$ cat config.mk
export PLATFORM = sky130hd
export DESIGN_NAME = lcdpm_ctrl
export DESIGN_NICKNAME = d
export VERILOG_FILES = /design/src/hdl/lcdpm_pkg.sv /design/src/hdl/lcdpm_ctrl.sv
export SDC_FILE = /design/constraint.sdc
export NUM_CORES = 1
export LEC_CHECK = 0
export ABC_AREA = 1
export BUFFER_PORTS_ARGS = -buffer_cell sky130_fd_sc_hd__clkbuf_2
export CAP_MARGIN = 30
export CORE_AREA = 5 5 42 44
export CTS_CLUSTER_DIAMETER = 200
export DETAILED_ROUTE_END_ITERATION = 7
export DIE_AREA = 0 0 47 49
export PLACE_DENSITY = 0.67
export SLEW_MARGIN = 20
export SYNTH_ARGS = -nofsm -noshare
export SYNTH_HDL_FRONTEND = slang
export SYNTH_SLANG_ARGS = --single-unit
$ cat constraint.sdc
create_clock -name clock -period 1.4 [get_ports clock]
set_input_delay 0.21 -clock clock [delete_from_list [all_inputs] [get_ports clock]]
set_output_delay 0.21 -clock clock [all_outputs]
set_load 0.01 [all_outputs]
$ cat src/hdl/lcdpm_pkg.sv
`timescale 1ns / 1ps

package lcdpm_pkg;

   localparam int ADDR_W     = 20;
   localparam int NIB_W      = 4;
   localparam int PITCH_W    = 12;
   localparam int LINE_W     = 6;
   localparam int BITOFF_W   = 3;
   localparam int CSR_IDX_W  = 3;
   localparam int CSR_DATA_W = 20;
   localparam int OUT_COL_W  = 6;
   localparam int OUT_ROW_W  = 6;
   localparam int REQ_DATA_W = 24;
   localparam int RSP_DATA_W = 24;
   localparam int SHADOW_W   = 5;

   localparam logic [CSR_IDX_W-1:0] REG_DISPLAY_START = 3'd0;
   localparam logic [CSR_IDX_W-1:0] REG_BIT_OFFSET    = 3'd1;
   localparam logic [CSR_IDX_W-1:0] REG_LINE_COUNT    = 3'd2;
   localparam logic [CSR_IDX_W-1:0] REG_LINE_OFFSET   = 3'd3;
   localparam logic [CSR_IDX_W-1:0] REG_MENU_START    = 3'd4;

   localparam logic [SHADOW_W-1:0] SHADOW_UNKNOWN  = 5'd16;
   localparam logic [LINE_W-1:0]   LINES_MAX       = 6'd63;
   localparam logic [ADDR_W-1:0]   BASE_EVEN_MASK  = 20'hffffe;
   localparam logic [BITOFF_W-1:0] BIT_OFFSET_WIDE = 3'd3;
   localparam logic [PITCH_W-1:0]  PITCH_EXTRA     = 12'd2;

   typedef enum logic [3:0] {
      ST_CLEAR,
      ST_IDLE,
      ST_CHECK,
      ST_DIV,
      ST_BOUNDS,
      ST_LOOP,
      ST_ADDR,
      ST_READ,
      ST_CMP,
      ST_FLUSH
   } ctrl_state_type;

   typedef struct packed {
      logic clear_step;
      logic load;
      logic div_start;
      logic div_step;
      logic set_target;
      logic loop_first;
      logic calc_addr;
      logic mem_read;
      logic cmp;
      logic flush;
   } ctrl_cmd_type;

   typedef struct packed {
      logic clear_done;
      logic below_base;
      logic pitch_zero;
      logic raw_oob;
      logic div_last;
      logic in_bounds;
      logic loop_more;
      logic changed;
      logic pend_valid;
      logic out_free;
   } ctrl_status_type;

endpackage

$ cat src/hdl/lcdpm_ctrl.sv
`timescale 1ns / 1ps

module lcdpm_ctrl
   import lcdpm_pkg::*;
(
   input  logic            clock,
   input  logic            reset,
   input  logic            req_tvalid,
   output logic            req_tready,
   input  ctrl_status_type status,
   output ctrl_cmd_type    cmd
);

   ctrl_state_type state_ff;
   ctrl_state_type state_in;

   always_ff @(posedge clock) begin
      if (reset) begin
         state_ff <= ST_CLEAR;
      end else begin
         state_ff <= state_in;
      end
   end

   always_comb begin
      state_in   = state_ff;
      cmd        = '0;
      req_tready = 1'b0;
      case (state_ff)
         ST_CLEAR: begin
            cmd.clear_step = 1'b1;
            if (status.clear_done) begin
               state_in = ST_IDLE;
            end
         end
         ST_IDLE: begin
            req_tready = 1'b1;
            if (req_tvalid) begin
               cmd.load = 1'b1;
               state_in = ST_CHECK;
            end
         end
         ST_CHECK: begin
            if (status.below_base) begin
               state_in = ST_IDLE;
            end else if (status.pitch_zero) begin
               if (status.raw_oob) begin
                  state_in = ST_IDLE;
               end else begin
                  cmd.loop_first = 1'b1;
                  state_in = ST_LOOP;
               end
            end else begin
               cmd.div_start = 1'b1;
               state_in = ST_DIV;
            end
         end
         ST_DIV: begin
            cmd.div_step = 1'b1;
            if (status.div_last) begin
               state_in = ST_BOUNDS;
            end
         end
         ST_BOUNDS: begin
            if (status.in_bounds) begin
               cmd.set_target = 1'b1;
               state_in = ST_ADDR;
            end else begin
               state_in = ST_IDLE;
            end
         end
         ST_LOOP: begin
            state_in = status.loop_more ? ST_ADDR : ST_FLUSH;
         end
         ST_ADDR: begin
            cmd.calc_addr = 1'b1;
            state_in = ST_READ;
         end
         ST_READ: begin
            cmd.mem_read = 1'b1;
            state_in = ST_CMP;
         end
         ST_CMP: begin
            if (!(status.changed && status.pend_valid && !status.out_free)) begin
               cmd.cmp = 1'b1;
               state_in = status.pitch_zero ? ST_LOOP : ST_FLUSH;
            end
         end
         ST_FLUSH: begin
            if (!status.pend_valid) begin
               state_in = ST_IDLE;
            end else if (status.out_free) begin
               cmd.flush = 1'b1;
               state_in = ST_IDLE;
            end
         end
         default: begin
            state_in = ST_IDLE;
         end
      endcase
   end

endmodule

[Word level (Yosys, flattened, before mapping)]
Cells that the tools add are included.
Cells by class
  equality and inequality tests: 14
  multiplexer cells: 34
  reductions and logical operators: 5
Operators with widths (number)
  $pmux W4 S10: 1
  $mux W4: 9
  $mux W1: 21
  $eq A4 B3 Y1 const B: 4
  $mux W3: 3
  $eq A4 B2 Y1 const B: 2
  $eq A4 B4 Y1 const B: 2
  $ne A2 B2 Y1 const B: 4
  $reduce_and A5 Y1: 1
  $eq A4 B1 Y1 const B: 1
  $logic_not A4 Y1: 1
  $ne A3 B3 Y1 const B: 1
  $logic_and A1 B1 Y1: 2
  $logic_not A1 Y1: 1
Word-level totals
  flip-flop bits (word level): 4
  input bits: 13
  output and inout port bits: 11
  word-level logic and storage cells: 54

[Logic depth before layout (Yosys ltp)]
Gate-level depths: netlist (run 1).
  depth after elaboration: 4
  gate-level depth with buffers: 8
  mapped depth without buffers: 8

[Worst setup path after synthesis (run 1)]
No wires, ideal clock.
  path type: register -> register
  start: register state_ff[3]
  end: register state_ff[1]
  arrival: 1.093 ns
  data required time: 1.330 ns
  slack: 0.238 ns
  stages on the path, launching flop included: 8
  buffers on the path: 0
  period minus slack after synthesis: 1.162 ns
  cell sequence: dfxtp_1 nor2_4 nand3_1 nor2_1 nor2_1 nand2_1 nand2_1 a21oi_1
Between the ends
  word-level cells in the longest chain between the ends: 3
Ends and longest elaborated chain
  from (decl): line lcdpm_ctrl.sv:14  | ctrl_state_type state_ff;
  from (signal assigned): line lcdpm_ctrl.sv:21  | state_ff <= state_in;
  $eq A4 B4 Y1, or another cell as far along: line lcdpm_ctrl.sv:29  | case (state_ff)
  $ne A3 B3 Y1 (no line) or $ne A2 B2 Y1 (tied branches)
  $reduce_and A5 Y1 (no line)
Several ways; a longest one is shown, not always the timed one.
A chain may end at the register's enable or synchronous reset.

==> flow_summary.ini, run 1 <==
[outcome]
status = finished with violations
violations = setup timing

[worst_hold_path]
hp-start = reset
hold_class = input pin to flop

[critical_path]
r2r-start = state_ff[3]$_SDFFE_PP0P_
path_cells = nor2_4 -> nand3_2 -> or2_1 -> inv_1 -> buf_2
worstPathArrival_ns = 1.22
endpoint_kind = primary output
required_ns = 1.19
max_stage_delay_ns = 0.37
cp_max_fo = 6
cp-startpoint = state_ff[3]$_SDFFE_PP0P_
crit_family = simple AND/OR/NAND/NOR gates
critPathKind = flop to primary output
crit_buf_inv = 2
slowest_stage = dfxtp_4
worstSetupStartpointType = flop

[drt]
drt-total-wl_um = 1520
drtIter0Drc = 20
wl_met1_um = 595
viasPerCell = 4.898
dr.pass1.iters = 4
dr.max_layer_used = met4
vias = 720
routedWlPerCell_um = 10.34
wl_met3_um = 110
drc_errors = 0
wl_met2_um = 753
drtAntennaViolNets = 0

[clocking]
clock_latency_ns = 0.23
htree_num_levels = 1
clk_pin_slew_ns = 0.03
cts.sinks = 4
hold_buffers = 0
cts_root_buffer = clkbuf_4
cts_tree = yes
numCtsBuffers = 3
clk_path_buf_depth = 2

[synth]
syn_avg_cell_area_um2 = 5.198
ys_ff_latch = 4
synth_area_um2 = 504.2
synth_fp_nets = 110
yosys.area_share.simple_pct = 64.02
synthAdderAreaFrac_pct = 0
synth_top_family_by_area = simple AND/OR/NAND/NOR gates
synth_top_area_cell = nand2_1
synth_top_area_share_pct = 20.10
ys_top_cells_by_area = nand2_1 (20%), dfxtp_1 (16%), nor2_1 (14%)
synth_cell_types = 16
yosys-mux-area-fraction_pct = 0
synth-xor-area-share_pct = 0
synth-seq-area-share_pct = 15.88
yosysWarningCount = 0
syn_inst = 97
synth-compound-area-share_pct = 5.211

[placed_design]
placed_cells = 136
dp_hpwl_um = 1137
gp_congestion = 0.8302
place_ws_ns = 0.08600
port_buffers = 23
dpl_cell_area_um2 = 639.4

[global_route]
grt_pass1_wl_um = 2290
grt_max_degree = 9
grt-ovfl-total = 0
grt_use_total_pct = 13.17
grt_pass1_vias = 615
grt_antenna_before_repair = 0

[timing]
whs_ns = 0.2026
skew_ns = 0.001032
setup_slack_ns = -0.02848
final_max_slew_viol_count = 0
tightest_slew_ns = 0.2297
clock.fmax_mhz = 700.0
finalCritPeriodShare_pct = 102.0
setup_viol = 1
fin_crit_ns = 1.428
hold_viol_final = 0
grt_setup_unrepaired = yes
max-slew-margin-rel_pct = 84.60

[power_and_ir_drop]
leakagePower_nw = 0.4746
irDropWorstVdd_mv = 0.6120
switchingPower_mw = 0.2162
power.density_mw_per_mm2 = 705.4
comb_power_share_pct = 47.7
p_int_mw = 0.3231
p_seq_share_pct = 27.6
clockPowerShare_pct = 24.7
switching_share_pct = 40.08

[cells_and_area]
finalNonFillerCells = 147
final_core_util_pct = 54.55
reg.largest.list = state_ff: 4 flops
stdcell_area_um2 = 764.5
largest_reg_flops = 4
largest_register = state_ff
drive_above_1_share_pct = 44.27
num_antenna_cells = 0
finalNetCount = 146
area_growth_pct = 51.61

[die]
die_w_um = 47
die_h_um = 49
ioPinCount = 24
start_util_pct = 35.98
num_rows = 14
die-area_mm2 = 0.002303
core_mm2 = 0.001401

[job]
drv_cap = 0
-- cell type report --
| class | instances | area, um^2 |
|---|---|---|
| Clock buffer | 3 | 22.52 |
| Inverter | 20 | 75.07 |
| Timing Repair Buffer | 31 | 175.2 |
| Fill cell | 141 | 636.9 |
| Tap cell | 16 | 20.02 |
| Sequential cell | 4 | 92.59 |
| Multi-Input combinational cell | 73 | 379.1 |
-- kinds of logic (layout without fill, tap and decap cells) --
family / Yosys count / after routing
compound gates: 4 / 4
buf+inv: 20 / 54
flops: 4 / 4
simple gates: 69 / 69
-- worst paths after layout --
kind | end | slack [ns] | cells past startpoint
worst max register to register | state_ff[0]$_SDFFE_PP0P_ | 0.09 | 7
worst max-delay path | cmd[4] | -0.03 | 5
worst min register to register | state_ff[3]$_SDFFE_PP0P_ | 0.55 | 2
worst min-delay path | state_ff[3]$_SDFFE_PP0P_ | 0.20 | 2
-- synthesized netlist by cell type (all sizes together) --
cell and number:
nand2 29, dfxtp 4, inv 20, nand3b 2
nand3 12, nor3 1, nor2 24, a21oi 3
or2 1, o21a 1
-- placed cells by master (no fill, tap or decap) --
cell type / netlist / routed
nand2_1: 27 / 25
clkbuf_2: 0 / 18
nor2_1: 19 / 17
inv_1: 16 / 15
nand3_1: 11 / 10
buf_4: 0 / 8
nor2_4: 3 / 5
inv_2: 4 / 5
buf_2: 0 / 5
nand2_2: 2 / 4
clkbuf_4: 0 / 3
dfxtp_4: 0 / 3
nand3_2: 1 / 2
nor2_2: 2 / 2
a21oi_1: 2 / 2
nand3b_1: 2 / 2
nor3_2: 0 / 1
or2_1: 1 / 1
a21oi_2: 1 / 1
o21a_1: 1 / 1
dfxtp_2: 0 / 1
-- per-stage QoR --
step | power, mW | setup TNS, ns
6_report | 0.5393 | -0.02848
5_1_grt | 0.5915 | -0.3283
3_3_place_gp | 0.3669 | 0
3_5_place_dp | 0.3675 | 0
2_1_floorplan | 0.2956 | 0
4_1_cts | 0.5188 | -0.01761
-- worst register-to-register path, cell delays in order, from the launching register on --
cell and delay (ns):
dfxtp_4 0.40, nor2_4 0.07, buf_4 0.14, nand3_1 0.11, nand2_1 0.06, nor2_1 0.13
nand2_1 0.10, o21a_1 0.19
-- layer usage --
metal	vias up	global-route usage (%)
li1	367	-
met3	8	1.107
met4	0	8.295
met5	-	0
met1	307	16.26
met2	38	20.81
-- power groups by stage --
stage               Combinational (mW)  Sequential (mW)  Clock (mW)
detailed placement               0.223            0.145           0
finish                           0.257            0.149       0.133
global placement                 0.222            0.145           0
CTS                              0.231            0.147       0.141
floorplan                        0.153            0.142           0
global route                     0.289            0.150       0.152
-- what timing repair did --
action | CTS | global route
gates resized for setup | 5 | 16
pin swaps | 1 | 5
buffers inserted | 2 | 6
endpoints found under the setup margin | 9 | 8
Power figures use the tool's default switching activity.
==> run 2, diff against run 1 <==
--- a/config.mk
+++ b/config.mk
@@ -8,11 +8,13 @@
 export ABC_AREA = 1
 export BUFFER_PORTS_ARGS = -buffer_cell sky130_fd_sc_hd__clkbuf_2
 export CAP_MARGIN = 30
-export CORE_AREA = 5 5 42 44
+export CELL_PAD_IN_SITES_DETAIL_PLACEMENT = 1
+export CELL_PAD_IN_SITES_GLOBAL_PLACEMENT = 1
+export CORE_AREA = 5 5 50 52
 export CTS_CLUSTER_DIAMETER = 200
 export DETAILED_ROUTE_END_ITERATION = 7
-export DIE_AREA = 0 0 47 49
-export PLACE_DENSITY = 0.67
+export DIE_AREA = 0 0 55 57
+export PLACE_DENSITY_LB_ADDON = 0.1
 export SLEW_MARGIN = 20
 export SYNTH_ARGS = -nofsm -noshare
 export SYNTH_HDL_FRONTEND = slang
==> run 2 against run 1 <==
The run still ends with setup timing left; via count is 1.8% lower; final area is 5.2% higher; first-iteration DRC count is 90% lower; sequential share of layout area is 0.29 points lower; setup slack better by 0.0082 ns; sequential power hardly changed; global-route usage is 0.29 points lower; non-clock buffer count is 2 higher; combinational power is 17% higher; largest cell class unchanged.
==> flow_summary.ini, run 2 (synthesis results as in run 1) <==
[placed_design]
place_ws_ns = 0.05482
gp_congestion = 0.7344
port_buffers = 23
dp_hpwl_um = 1460

[timing]
clock.fmax_mhz = 704.1
setup_slack_ns = -0.02025
hold_viol_final = 0
grt_setup_unrepaired = yes
tightest_slew_ns = 0.2163
finalCritPeriodShare_pct = 101.4
skew_ns = 0.01380
fin_setup_tns_ns = -0.02397
max-slew-margin-rel_pct = 85.50
final_max_slew_viol_count = 0
setup_viol = 2
fin_crit_ns = 1.420

[global_route]
grt_pass1_vias = 712
grt_use_total_pct = 12.88
grt_max_degree = 7
grt-ovfl-total = 0
grt_antenna_before_repair = 0
grt_pass1_wl_um = 2946

[critical_path]
critPathKind = flop to primary output
ff2ff_setup_slack_ns = 0.05
r2r-start = state_ff[0]$_SDFFE_PP0P_
worstPathArrival_ns = 1.21
timing.rr.end = state_ff[1]$_SDFFE_PP0P_
cp_max_fo = 4
required_ns = 1.19
rr_worst_depth = 9
worstSetupStartpointType = flop
endpoint_kind = primary output

[power_and_ir_drop]
power.density_mw_per_mm2 = 747.8
p_int_mw = 0.3496
irDropWorstVdd_mv = 0.6536
leakagePower_nw = 0.4867
p_seq_share_pct = 24.7
switchingPower_mw = 0.2520
clockPowerShare_pct = 25.3
switching_share_pct = 41.88
comb_power_share_pct = 50.0
finalPower_mw = 0.6016

[worst_hold_path]
min_to = state_ff[3]$_SDFFE_PP0P_
hp-start = reset
hold_class = input pin to flop
hold_depth = 2

[cells_and_area]
layout_common_cells = nand2_1 (24), nor2_1 (17), clkbuf_2 (17)
final_common_cell = nand2_1
finalNetCount = 148
seq_area_um2 = 95.09
reg.largest.list = state_ff: 4 flops
area_growth_pct = 59.55
largest_reg_flops = 4
largest_register = state_ff
drive_above_1_share_pct = 45.86
fillers = 316
num_antenna_cells = 0
multi_input_area_um2 = 381.6

[job]
drv_cap = 0

[clocking]
htree_num_levels = 1
hold_buffers = 0
numCtsBuffers = 3
clk_path_buf_depth = 2
clock_latency_ns = 0.25
cts_root_buffer = clkbuf_4
clk_pin_slew_ns = 0.05
cts.sinks = 4
cts_tree = yes

[die]
start_util_pct = 24.44
core_mm2 = 0.002063
die_w_um = 55
die-area_mm2 = 0.003135
ioPinCount = 24
die_h_um = 57
num_rows = 17

[drt]
dr.pass1.iters = 4
viasPerCell = 4.391
routedWlPerCell_um = 12.10
drc_errors = 0
drt-total-wl_um = 1948
vias = 707
drtAntennaViolNets = 0
drtIter0Drc = 2

[outcome]
violations = setup timing
status = finished with violations
[run 2: per-layer routing]
metal | up-vias | track usage, % | wire length, um
li1 | 363 | - | -
met2 | 18 | 22.64 | 1066
met3 | 0 | 3.916 | 79
met4 | 0 | 2.083 | 0
met1 | 326 | 15.19 | 802
met5 | - | 0 | 0
[run 2: critical path: stages, from the launching register on]
cell and delay, ns:
dfxtp_4 0.36, buf_4 0.13, nor3_2 0.17, nand2_1 0.12
inv_1 0.06, buf_2 0.12
[run 2: power groups by stage]
stage,clock (mW),sequential (mW),combinational [mW]
floorplan,0,0.142,0.153
global placement,0,0.146,0.231
detailed placement,0,0.146,0.232
CTS,0.155,0.148,0.261
global route,0.170,0.152,0.338
finish,0.152,0.149,0.301
[run 2: per-stage QoR]
step | hold slack [ns] | cell area (um^2) | util [%] | instances
final | 0.1816 | 804.5 | 38.99 | 161
after global routing | 0.1918 | 804.5 | 38.99 | 161
after CTS | 0.1724 | 719.4 | 34.87 | 154
after detailed placement | 0.4413 | 654.4 | 31.72 | 148
after global placement | 0.4386 | 654.4 | 31.72 | 148
after floorplan | 0.2724 | 504.2 | - | 97
[run 2: final cells by class]
| class | instances | area share [%] |
|---|---|---|
| clock buffers | 3 | 2.799 |
| inverters | 20 | 9.953 |
| multi-input cells | 73 | 47.43 |
| flip-flops and latches | 4 | 11.82 |
| well taps | 28 | 4.355 |
| repair buffers | 33 | 23.64 |
[run 2: worst max path at each step]
stage                                         from                  endpoint  depth (start not counted)
after global placement    state_ff[0]$_SDFFE_PP0P_  state_ff[1]$_SDFFE_PP0P_                          8
after floorplan           state_ff[3]$_SDFFE_PP0P_  state_ff[1]$_SDFFE_PP0P_                          7
final                     state_ff[0]$_SDFFE_PP0P_                    cmd[3]                          5
after global routing      state_ff[3]$_SDFFE_PP0P_                    cmd[0]                          5
after detailed placement  state_ff[3]$_SDFFE_PP0P_  state_ff[3]$_SDFFE_PP0P_                          8
after CTS                 state_ff[2]$_SDFFE_PP0P_                    cmd[4]                          5
[run 2: repair_timing]
| action | in CTS | in global routing |
|---|---|---|
| resized for setup | 8 | 18 |
| pin swaps | 2 | 6 |
| setup buffers | 3 | 7 |
| setup endpoints to repair | 9 | 11 |
==> run 3, diff against run 2 <==
--- a/config.mk
+++ b/config.mk
@@ -10,10 +10,11 @@
 export CAP_MARGIN = 30
 export CELL_PAD_IN_SITES_DETAIL_PLACEMENT = 1
 export CELL_PAD_IN_SITES_GLOBAL_PLACEMENT = 1
-export CORE_AREA = 5 5 50 52
+export CORE_AREA = 5 5 48 50
+export CTS_BUF_LIST = sky130_fd_sc_hd__clkbuf_8
 export CTS_CLUSTER_DIAMETER = 200
 export DETAILED_ROUTE_END_ITERATION = 7
-export DIE_AREA = 0 0 55 57
+export DIE_AREA = 0 0 53 55
 export PLACE_DENSITY_LB_ADDON = 0.1
 export SLEW_MARGIN = 20
 export SYNTH_ARGS = -nofsm -noshare
==> run 3 against run 2 <==
The run now ends clean; cell count decreased by 3.7%; via count decreased by 2.0%; count of clock-buffer cells in the layout unchanged; register-to-register slack improved by 0.04 ns; combinational power decreased by 11%; utilization increased by 2.9 points; die area decreased by 7.0%; fmax increased by 1.7%; critical endpoint is now cmd[4].
==> flow_summary.ini, run 3 (synthesis results as in run 1) <==
[outcome]
status = complete, no violations

[cells_and_area]
reg.largest.list = state_ff: 4 flops
largest_register = state_ff
num_antenna_cells = 0
stdcell_area_um2 = 780.7
finalNetCount = 143
drive_above_1_share_pct = 42.19
area_growth_pct = 54.84
finalNonFillerCells = 155
largest_reg_flops = 4
layout_common_cells = nand2_1 (26), clkbuf_2 (20), nor2_1 (17)
final_common_cell = nand2_1

[critical_path]
critPathKind = flop to primary output
worstPathArrival_ns = 1.19
required_ns = 1.19
worstSetupStartpointType = flop
cp_max_fo = 4
endpoint_kind = primary output

[global_route]
grt_pass1_vias = 692
grt_max_degree = 9
grt-ovfl-total = 0
grt_antenna_before_repair = 0
grt_use_total_pct = 13.93
grt_pass1_wl_um = 2877

[clocking]
cts_tree = yes
numCtsBuffers = 3
cts.sinks = 4
clk_path_buf_depth = 2
htree_num_levels = 1
hold_buffers = 0
clock_latency_ns = 0.22
clk_pin_slew_ns = 0.03
cts_root_buffer = clkbuf_8

[power_and_ir_drop]
finalPower_mw = 0.6627
power.density_mw_per_mm2 = 848.8
irDropWorstVdd_mv = 0.4695
leakagePower_nw = 0.4683

[die]
start_util_pct = 27.08
core_mm2 = 0.001862
die_h_um = 55
num_rows = 16
ioPinCount = 24
die_w_um = 53
die-area_mm2 = 0.002915

[timing]
final_max_slew_viol_count = 0
fin_crit_ns = 1.396
setup_viol = 0
hold_viol_final = 0
grt_setup_unrepaired = yes
skew_ns = 0.004725
clock.fmax_mhz = 716.2
fin_setup_tns_ns = 0
finalCritPeriodShare_pct = 99.73
tightest_slew_ns = 0.2308
max-slew-margin-rel_pct = 84.58

[drt]
drc_errors = 0
vias = 693
dr.pass1.iters = 4
viasPerCell = 4.471
drtAntennaViolNets = 0
routedWlPerCell_um = 11.74
drt-total-wl_um = 1820
drtIter0Drc = 8

[placed_design]
placed_cells = 147
dpl_cell_area_um2 = 653.1
port_buffers = 23
gp_congestion = 0.8015
dp_hpwl_um = 1407

[worst_hold_path]
hold_class = input pin to flop

[job]
drv_cap = 0
run 3: cell count changes in the layout (fill, tap and decap cells not counted), moves of 3 or more:
cell	previous run	this run
clkbuf_8	0	3
buf_4	10	5
buf_2	6	2
clkbuf_2	17	20
clkbuf_4	3	0
run 3: final timing paths:
kind,end,startpoint,slack (ns),depth (start not counted)
worst max-delay path,cmd[4],state_ff[2]$_SDFFE_PP0P_,0.004,5
worst min-delay path,state_ff[3]$_SDFFE_PP0P_,reset,0.23,2
worst max register to register,state_ff[0]$_SDFFE_PP0P_,state_ff[1]$_SDFFE_PP0P_,0.09,8
worst min register to register,state_ff[3]$_SDFFE_PP0P_,state_ff[3]$_SDFFE_PP0P_,0.55,2
run 3: area by class of cell:
class / count / area, um^2
multi-input cells: 73 / 376.6
fillers: 273 / 1081
clock buffers: 3 / 41.29
repair buffers: 28 / 158.9
inverters: 20 / 75.07
flip-flops and latches: 4 / 95.09
well taps: 27 / 33.78
run 3: critical path: stages, from the launching register on:
cell and delay, ns:
dfxtp_4 0.36, nor2_4 0.13, nand3_2 0.08, or2_1 0.22, inv_1 0.06, clkbuf_2 0.12
run 3: through the flow:
stage	hold WS [ns]	utilization (%)	setup slack (ns)
finish	0.2269	41.94	0.003775
CTS	0.2210	38.64	-0.01270
global placement	0.4568	35.08	0.03201
detailed placement	0.4609	35.08	0.07428
floorplan	0.2724	-	0.2375
global route	0.2182	41.94	-0.08053
run 3: report_power, final:
part,leakage (nW),total (mW),switching (mW),internal (mW)
Clock,0.0216,0.246,0.0629,0.184
Sequential,0.0355,0.148,0.0227,0.125
Combinational,0.411,0.268,0.161,0.107
run 3: metal layers:
| metal | wire, um | up-vias | global-route usage, % |
|---|---|---|---|
| met3 | 84 | 6 | 4.021 |
| met2 | 922 | 21 | 24.79 |
| met1 | 777 | 310 | 15.18 |
| met4 | 36 | 0 | 6.809 |
| li1 | - | 356 | - |
| met5 | 0 | - | 0 |
run 3: what timing repair did:
item,4_1_cts,5_1_grt
setup endpoints to repair,9,9
gates resized for setup,7,13
pin swaps,1,4
buffers inserted,1,4
